**config.mk**
```make
export PLATFORM = sky130hd
export DESIGN_NAME = spi_mode0_slave_responder
export DESIGN_NICKNAME = d
export VERILOG_FILES = /design/src/rtl/spimsr_pkg.sv /design/src/rtl/spimsr_ibuf.sv /design/src/rtl/spimsr_core.sv /design/src/rtl/spimsr_obuf.sv /design/src/rtl/spi_mode0_slave_responder.sv
export VERILOG_INCLUDE_DIRS = /design/src /design/src/rtl
export SDC_FILE = /design/constraint.sdc
export NUM_CORES = 1
export LEC_CHECK = 0
export BUFFER_PORTS_ARGS = -buffer_cell sky130_fd_sc_hd__buf_2
export CORE_UTILIZATION = 53
export DETAILED_ROUTE_END_ITERATION = 8
export MAX_ROUTING_LAYER = met4
export PLACE_DENSITY_LB_ADDON = 0.1
export SLEW_MARGIN = 20
export SYNTH_ARGS = -nofsm -noshare
export SYNTH_HDL_FRONTEND = slang
export SYNTH_SLANG_ARGS = --single-unit
```
**constraint.sdc**
```tcl
create_clock -name aclk -period 3.88 [get_ports aclk]
set_clock_uncertainty 0.15 [all_clocks]
set_input_delay 0.776 -clock aclk [delete_from_list [all_inputs] [get_ports aclk]]
set_output_delay 0.776 -clock aclk [all_outputs]
set_load 0.01 [all_outputs]
```
**src/rtl/spi_mode0_slave_responder_assert.svh**
```systemverilog
// assertion macros used by the core
`ifndef SPI_MODE0_SLAVE_RESPONDER_ASSERT_SVH
`define SPI_MODE0_SLAVE_RESPONDER_ASSERT_SVH

`ifndef SYNTHESIS
// checked only out of reset
`define SPIMSR_ASSERT(label, prop, msg) \
    label: assert property (@(posedge aclk) disable iff (!aresetn) prop) else $error(msg);
// checked on every edge, reset included
`define SPIMSR_ASSERT_ALWAYS(label, prop, msg) \
    label: assert property (@(posedge aclk) prop) else $error(msg);
`else
`define SPIMSR_ASSERT(label, prop, msg)
`define SPIMSR_ASSERT_ALWAYS(label, prop, msg)
`endif

`endif

```
**src/rtl/spimsr_pkg.sv**
```systemverilog
package spimsr_pkg;

    // largest message, terminator included
    localparam int unsigned MaxMessage = 128;
    localparam int unsigned StoreDepth = 128;
    localparam logic [7:0] ReplyLenReset = 8'd33;
    localparam logic [7:0] ReplyLenMax =
        8'((MaxMessage < StoreDepth) ? MaxMessage : StoreDepth);
    localparam logic [7:0] RxByteLimit = 8'(MaxMessage - 1);
    localparam logic [2:0] LastBit = 3'd7;

    // fixed reply text, bytes past the end read as zero
    localparam logic [7:0] ReplyText [0:31] = '{
        8'h68, 8'h69, 8'h20, 8'h6d, 8'h61, 8'h73, 8'h74, 8'h65,
        8'h72, 8'h2c, 8'h20, 8'h74, 8'h68, 8'h69, 8'h73, 8'h20,
        8'h69, 8'h73, 8'h20, 8'h73, 8'h6c, 8'h61, 8'h76, 8'h65,
        8'h20, 8'h62, 8'h79, 8'h20, 8'h77, 8'h61, 8'h66, 8'h69
    };

    // one sample of the pins
    typedef struct packed {
        logic data_in;
        logic serial_clock;
        logic chip_select_n;
    } pin_t;

    // one result word
    typedef struct packed {
        logic [7:0] frame_bytes;
        logic       frame_was_reply;
        logic       frame_end;
        logic [6:0] byte_index;
        logic [7:0] received_byte;
        logic       byte_valid;
        logic       data_out;
    } res_t;

    // reply store lookup
    function automatic logic [7:0] reply_byte(input logic [6:0] idx);
        logic [7:0] b;
        b = 8'h00;
        if (idx < 7'd32) begin
            b = ReplyText[idx[4:0]];
        end
        return b;
    endfunction

endpackage

```
**src/rtl/spimsr_ibuf.sv**
```systemverilog
module spimsr_ibuf (
    input  logic                aclk,
    input  logic                aresetn,
    input  logic                s_tvalid,
    output logic                s_tready,
    input  spimsr_pkg::pin_t    pins_in,
    input  logic                advance,
    output logic                smp_valid,
    output spimsr_pkg::pin_t    smp_pins
);

    logic             valid_reg, valid_next;
    spimsr_pkg::pin_t pins_reg;

    // free when empty or when the held word moves on this cycle
    assign s_tready = !valid_reg || advance;

    always_comb begin
        valid_next = valid_reg;
        if (s_tvalid && s_tready) begin
            valid_next = 1'b1;
        end else if (advance) begin
            valid_next = 1'b0;
        end
    end

    always_ff @(posedge aclk) begin
        if (!aresetn) begin
            valid_reg <= 1'b0;
        end else begin
            valid_reg <= valid_next;
        end
    end

    // sample register
    always_ff @(posedge aclk) begin
        if (s_tvalid && s_tready) begin
            pins_reg <= pins_in;
        end
    end

    assign smp_valid = valid_reg;
    assign smp_pins  = pins_reg;

endmodule

```
**src/rtl/spimsr_core.sv**
```systemverilog
module spimsr_core (
    input  logic                aclk,
    input  logic                aresetn,
    input  logic                cfg_we,
    input  logic [7:0]          cfg_wdata,
    input  logic                advance,
    input  spimsr_pkg::pin_t    pins,
    output spimsr_pkg::res_t    res
);

    logic [7:0] reply_length_reg;
    logic       last_clock_reg, last_clock_next;
    logic       last_select_reg, last_select_next;
    logic       reply_phase_reg, reply_phase_next;
    logic [7:0] shift_bits_reg, shift_bits_next;
    logic [2:0] bit_pos_reg, bit_pos_next;
    logic [7:0] byte_cnt_reg, byte_cnt_next;
    logic       finished_reg, finished_next;
    logic       half_bit_reg, half_bit_next;

    logic       prev_clk, rise, fall;
    logic [7:0] eff_len;
    logic [7:0] tx_byte;

    // saturate the configured reply length
    assign eff_len = (reply_length_reg > spimsr_pkg::ReplyLenMax) ?
                     spimsr_pkg::ReplyLenMax : reply_length_reg;

    // next state and result for the sample in the input register
    always_comb begin
        last_clock_next  = pins.serial_clock;
        last_select_next = pins.chip_select_n;
        reply_phase_next = reply_phase_reg;
        shift_bits_next  = shift_bits_reg;
        bit_pos_next     = bit_pos_reg;
        byte_cnt_next    = byte_cnt_reg;
        finished_next    = finished_reg;
        half_bit_next    = half_bit_reg;
        prev_clk         = last_clock_reg;
        rise             = 1'b0;
        fall             = 1'b0;
        tx_byte          = 8'h00;
        res              = '0;

        if (!pins.chip_select_n) begin
            // frame start clears the per-frame state
            if (last_select_reg) begin
                shift_bits_next = 8'h00;
                bit_pos_next    = 3'd0;
                byte_cnt_next   = 8'h00;
                finished_next   = 1'b0;
                half_bit_next   = 1'b0;
                prev_clk        = reply_phase_reg;
            end
            rise = pins.serial_clock && !prev_clk;
            fall = !pins.serial_clock && prev_clk;

            if (!reply_phase_reg) begin
                // receive: shift on rise, close the bit on fall
                if (!finished_next) begin
                    if (rise) begin
                        shift_bits_next = {shift_bits_next[6:0], pins.data_in};
                        half_bit_next   = 1'b1;
                    end else if (fall && half_bit_next) begin
                        half_bit_next = 1'b0;
                        if (bit_pos_next == spimsr_pkg::LastBit) begin
                            bit_pos_next = 3'd0;
                            if (byte_cnt_next < spimsr_pkg::RxByteLimit) begin
                                res.byte_valid    = 1'b1;
                                res.received_byte = shift_bits_next;
                                res.byte_index    = byte_cnt_next[6:0];
                                byte_cnt_next     = byte_cnt_next + 8'd1;
                            end
                            if (shift_bits_next == 8'h00) begin
                                finished_next = 1'b1;
                            end
                        end else begin
                            bit_pos_next = bit_pos_next + 3'd1;
                        end
                    end
                end
            end else begin
                // reply: advance on the fall after a rise
                if (byte_cnt_next >= eff_len) begin
                    finished_next = 1'b1;
                end
                if (!finished_next) begin
                    if (rise) begin
                        half_bit_next = 1'b1;
                    end else if (fall && half_bit_next) begin
                        half_bit_next = 1'b0;
                        if (bit_pos_next == spimsr_pkg::LastBit) begin
                            bit_pos_next  = 3'd0;
                            byte_cnt_next = byte_cnt_next + 8'd1;
                            if (byte_cnt_next >= eff_len) begin
                                finished_next = 1'b1;
                            end
                        end else begin
                            bit_pos_next = bit_pos_next + 3'd1;
                        end
                    end
                end
                // drive the current bit while low or through the high phase
                if (!finished_next && (!pins.serial_clock || half_bit_next)) begin
                    tx_byte      = spimsr_pkg::reply_byte(byte_cnt_next[6:0]);
                    res.data_out = tx_byte[~bit_pos_next];
                end
            end
        end else if (!last_select_reg) begin
            // deselect ends the frame and flips the phase
            res.frame_end       = 1'b1;
            res.frame_was_reply = reply_phase_reg;
            res.frame_bytes     = byte_cnt_reg;
            reply_phase_next    = !reply_phase_reg;
            half_bit_next       = 1'b0;
        end
    end

    // configuration register
    always_ff @(posedge aclk) begin
        if (!aresetn) begin
            reply_length_reg <= spimsr_pkg::ReplyLenReset;
        end else if (cfg_we) begin
            reply_length_reg <= cfg_wdata;
        end
    end

    // frame state, updated as each sample moves to the result register
    always_ff @(posedge aclk) begin
        if (!aresetn) begin
            last_clock_reg  <= 1'b0;
            last_select_reg <= 1'b1;
            reply_phase_reg <= 1'b0;
            shift_bits_reg  <= 8'h00;
            bit_pos_reg     <= 3'd0;
            byte_cnt_reg    <= 8'h00;
            finished_reg    <= 1'b0;
            half_bit_reg    <= 1'b0;
        end else if (advance) begin
            last_clock_reg  <= last_clock_next;
            last_select_reg <= last_select_next;
            reply_phase_reg <= reply_phase_next;
            shift_bits_reg  <= shift_bits_next;
            bit_pos_reg     <= bit_pos_next;
            byte_cnt_reg    <= byte_cnt_next;
            finished_reg    <= finished_next;
            half_bit_reg    <= half_bit_next;
        end
    end

`include "spi_mode0_slave_responder_assert.svh"

    `SPIMSR_ASSERT(a_cnt_bound, byte_cnt_reg <= spimsr_pkg::ReplyLenMax, "byte count past store depth")
    `SPIMSR_ASSERT(a_rx_cnt_bound, (!reply_phase_reg && !last_select_reg) |-> (byte_cnt_reg <= spimsr_pkg::RxByteLimit), "receive count past limit")
    `SPIMSR_ASSERT(a_byte_not_end, advance |-> !(res.byte_valid && res.frame_end), "byte and frame end together")
    `SPIMSR_ASSERT(a_phase_flip, (advance && res.frame_end) |=> (reply_phase_reg != $past(reply_phase_reg)), "phase did not flip at frame end")

endmodule

```
**src/rtl/spimsr_obuf.sv**
```systemverilog
module spimsr_obuf (
    input  logic                aclk,
    input  logic                aresetn,
    input  logic                advance,
    input  spimsr_pkg::res_t    res_in,
    output logic                free,
    output logic                m_tvalid,
    input  logic                m_tready,
    output spimsr_pkg::res_t    res_out
);

    logic             valid_reg, valid_next;
    spimsr_pkg::res_t res_reg;

    // room when empty or when the held word leaves this cycle
    assign free = !valid_reg || m_tready;

    always_comb begin
        valid_next = valid_reg;
        if (advance) begin
            valid_next = 1'b1;
        end else if (m_tready) begin
            valid_next = 1'b0;
        end
    end

    always_ff @(posedge aclk) begin
        if (!aresetn) begin
            valid_reg <= 1'b0;
        end else begin
            valid_reg <= valid_next;
        end
    end

    // result register
    always_ff @(posedge aclk) begin
        if (advance) begin
            res_reg <= res_in;
        end
    end

    assign m_tvalid = valid_reg;
    assign res_out  = res_reg;

endmodule

```
**src/rtl/spi_mode0_slave_responder.sv**
```systemverilog
// SPI mode 0 slave that alternates a receive frame and a reply frame. Each input
// word is one sample of the chip-select, clock and data-in pins, and each
// sample yields exactly one output word. Edges are found against the previous
// sample, so each high and low phase of the master clock must be sampled at
// least once.
// Received bytes come out with their index (up to 127 per frame, a zero byte
// ends reception); the reply frame shifts out a fixed text, MSB first, for
// cfg_wdata bytes (saturated to 128). A word passes from the sample register
// through a single pass of frame logic into the result register, one word
// per cycle sustained while m_tready holds; a stalled output holds the word
// in the sample register. Write the length only while no word is in flight.
module spi_mode0_slave_responder (
    input  logic        aclk,
    input  logic        aresetn,
    // reply length register
    input  logic        cfg_we,
    input  logic [7:0]  cfg_wdata,
    // pin samples
    input  logic        s_tvalid,
    output logic        s_tready,
    input  logic [7:0]  s_tdata,   // chip_select_n, serial_clock, data_in, zero pad
    // results
    output logic        m_tvalid,
    input  logic        m_tready,
    output logic [23:0] m_tdata,   // data_out, received_byte, byte_index, frame_bytes
    output logic [1:0]  m_tuser,   // byte_valid, frame_was_reply
    output logic        m_tlast    // frame_end
);

    spimsr_pkg::pin_t pins_in, smp_pins;
    spimsr_pkg::res_t res_core, res_out;
    logic             smp_valid, obuf_free, advance;

    // unpack the sample word
    assign pins_in.chip_select_n = s_tdata[0];
    assign pins_in.serial_clock  = s_tdata[1];
    assign pins_in.data_in       = s_tdata[2];

    assign advance = smp_valid && obuf_free;

    spimsr_ibuf u_ibuf (
        .aclk      (aclk),
        .aresetn   (aresetn),
        .s_tvalid  (s_tvalid),
        .s_tready  (s_tready),
        .pins_in   (pins_in),
        .advance   (advance),
        .smp_valid (smp_valid),
        .smp_pins  (smp_pins)
    );

    spimsr_core u_core (
        .aclk      (aclk),
        .aresetn   (aresetn),
        .cfg_we    (cfg_we),
        .cfg_wdata (cfg_wdata),
        .advance   (advance),
        .pins      (smp_pins),
        .res       (res_core)
    );

    spimsr_obuf u_obuf (
        .aclk     (aclk),
        .aresetn  (aresetn),
        .advance  (advance),
        .res_in   (res_core),
        .free     (obuf_free),
        .m_tvalid (m_tvalid),
        .m_tready (m_tready),
        .res_out  (res_out)
    );

    // pack the result word
    assign m_tdata = {res_out.frame_bytes, res_out.byte_index,
                      res_out.received_byte, res_out.data_out};
    assign m_tuser = {res_out.frame_was_reply, res_out.byte_valid};
    assign m_tlast = res_out.frame_end;

endmodule
```
==> results.txt <==
----------------------------------------------------
[Layout]
  Most common cell after layout, fill and taps aside ... buf_4
  Share of cells above drive strength 1 ... 0.264
  Max FFs per register ... 27
  Top library cells by usage in the layout, fill and taps aside ... buf_4 (46), buf_2 (44), nand2_1 (36)
  Area delta synth->final ... 20.9%
  End-of-flow core utilization ... 0.659
  Post-route cell area ... about 0.0051 mm²
  Number of nets in the layout ... 581
  Antenna Diode Count ... 0

[Place]
  DPL Wire Length ... 7270 µm
  Worst slack at placement ... 0.00383 ns
  RePlAce Congestion ... 0.935
  Cell area reported after detailed placement ... 0.00475 mm²
  PortBufs ... 44

[Global route]
  Remaining global-route overflow ... 0
  Overall Global Routing Usage ... 0.260
  Wire length of the first global-routing pass ... 16400 µm
  Maximum number of pins on one net before global-route repair ... 35
  Via count of the first global-routing pass ... 3334
  Initial antenna violation count ... 0

[Synthesis]
  Synth warnings ... 0
  Number of enable flip-flop cells after synthesis ... 30
  Instance count of the mapped netlist ... 459
  Commonest register cell after synthesis ... dfxtp_1
  Avg Inst Size Synth ... 9.12 µm²
  Async set-or-reset flop fraction in the synthesized netlist ... 0
  Synth Register Bits ... 64
  Cell area after synthesis ... 0.00419 mm²
  Seq/Total Area, Yosys ... 0.378
  Syn Nets ... 504
  Cell variety after synth ... 67

[Drt]
  Per-cell via count in the routed design ... 5.63
  Wire length per cell ... 15.4 µm
  Initial DRC Count ... between 200 and 250
  WL final ... just under 10000 µm
  Number of vias after detailed routing ... 3623
  Antenna viol nets, final ... 0
  DRC violation count after routing ... 0
  Drt pass-1 iters ... 4

[Die]
  Area of the die ... 0.00826 mm²
  Vertical die dimension ... 90.9 µm
  Total I/O pin count ... 50
  Initial cell density of the core ... 0.545
  Horizontal die dimension ... roughly 91 µm
  Core Area ... 0.00769 mm²
  Standard-cell row count ... 32

[Timing]
  Clock period minus final worst setup slack ... 3.71 ns
  Period utilisation layout ... 0.956
  Final Hold Viols ... 0
  Max transition margin ... 0.553
  Highest clock rate ... 0.270 GHz
  Max-slew violation total from the final report ... 0
  Worst slew pin tran ... 0.662 ns
  Final setup margin ... 0.171 ns
  Worst hold-check slack ... 0.328 ns
  Finish-stage setup viols ... 0

[Clocking]
  Number of CTS-inserted buffers ... 9
  Clock-pin slew reported for the worst setup and hold paths after clock tree synthesis ... 0.08 ns
  Worst-skew pair later-pin latency ... 0.35 ns
  CTS tree ... built
  H-tree Lvls ... 3
  Clk sinks ... 64
  Buffers from clock root to sink, at most ... 2
  Root Buffer ... clkbuf_8

[Setup path]
  Category of the critical setup timing path ... flop to flop
  Worst Setup Start Kind ... flop
  Crit path arrival time ... between 3 and 4 ns
  Critical path data required time ... 3.90 ns
  Critical path fanouts, max ... 6
  Critical Path Sink Type ... flop

[Power and ir drop]
  Maximum vdd drop ... 0.222 mV
  Leak Pwr ... 1.99 nW
  Final total power ... 0.00151 W
  PwrDens ... 298 mW/mm²

[Worst hold path]
  Worst min-delay path category ... flop to flop

[Run]
  Maxcap violations ... 0

[Run status]
  Run status ... complete, no violations

----------------------------------------------------
## per-stage QoR
step	TNS, ns	instances
2_1_floorplan	0	459
3_3_place_gp	0	623
3_5_place_dp	0	623
4_1_cts	0	639
5_1_grt	-0.0138	643
6_report	0	643
## timing repair
action | in CTS | in global routing
pin swaps | 0 | 3
cloned | 0 | 0
resized for setup | 1 | 17
setup buffers | 0 | 4
setup endpoints to repair | 1 | 1
hold buffers | 0 | 0
## worst paths after layout
path	start	to	slack (ns)	depth (start not counted)
setup / recovery	u_core.last_select_reg	u_obuf.res_out[0]	0.17	14
hold / removal	u_core.reply_length_reg[0]	u_core.reply_length_reg[0]	0.33	2
setup reg to reg	u_core.last_select_reg	u_obuf.res_out[0]	0.17	14
hold reg to reg	u_core.reply_length_reg[0]	u_core.reply_length_reg[0]	0.33	2
## cells by family (layout without fill, tap and decap cells)
| family | after synthesis | in the layout | synth area share |
|---|---|---|---|
| xor+xnor | 14 | 14 | 0.0311 |
| simple gates | 180 | 180 | 0.233 |
| fa+ha+maj | 24 | 24 | 0.0717 |
| flops | 64 | 64 | 0.378 |
| buf+inv | 43 | 125 | 0.0421 |
| mux | 16 | 16 | 0.0397 |
| compound gates | 118 | 118 | 0.205 |
## worst max-delay path: stages (launching register included)
cell	delay, ns
dfxtp_4	0.38
buf_4	0.15
nand2b_1	0.17
inv_2	0.09
ha_1	0.16
and2_4	0.15
nand4_1	0.15
xnor2_1	0.19
ha_1	0.21
or4_1	0.50
a221oi_2	0.22
o311ai_2	0.13
nand4b_1	0.33
a311o_1	0.39
o31ai_2	0.19
## synth_stat cells (11+ instances only)
master,n,area share
mux2i_1,14,0.033
a21oi_1,20,0.024
nand2_1,36,0.032
edfxtp_1,30,0.22
xnor2_1,11,0.023
clkbuf_1,15,0.013
dfxtp_1,34,0.16
and2_1,27,0.040
a22oi_1,12,0.022
nor2_1,34,0.030
o21ai_0,25,0.030
ha_1,24,0.072
nor2b_1,33,0.049
inv_1,15,0.013
## layout make-up
type / instances / area [µm²]
Sequential cell: 64 / 1590
Fill cell: 661 / 2630
Clock buffer: 10 / 149
Inverter: 18 / 70.1
Timing Repair Buffer: 91 / 571
Clock inverter: 6 / 73.8
Tap cell: 102 / 128
Multi-Input combinational cell: 352 / 2480
## power by group
group | switching [W] | internal (W)
registers | 0.0000138 | 0.000727
logic | 0.0000744 | 0.0000557
clock network | 0.000292 | 0.000344
## metal layers
layer  track usage  vias to the layer above  part of all wire
li1              -                     1817                 -
met1         0.336                     1655              0.46
met2         0.403                      131              0.47
met3        0.0412                       20             0.052
met4         0.116                        0             0.026
met5             -                        -                 0
(Power assumes the default switching activity.)
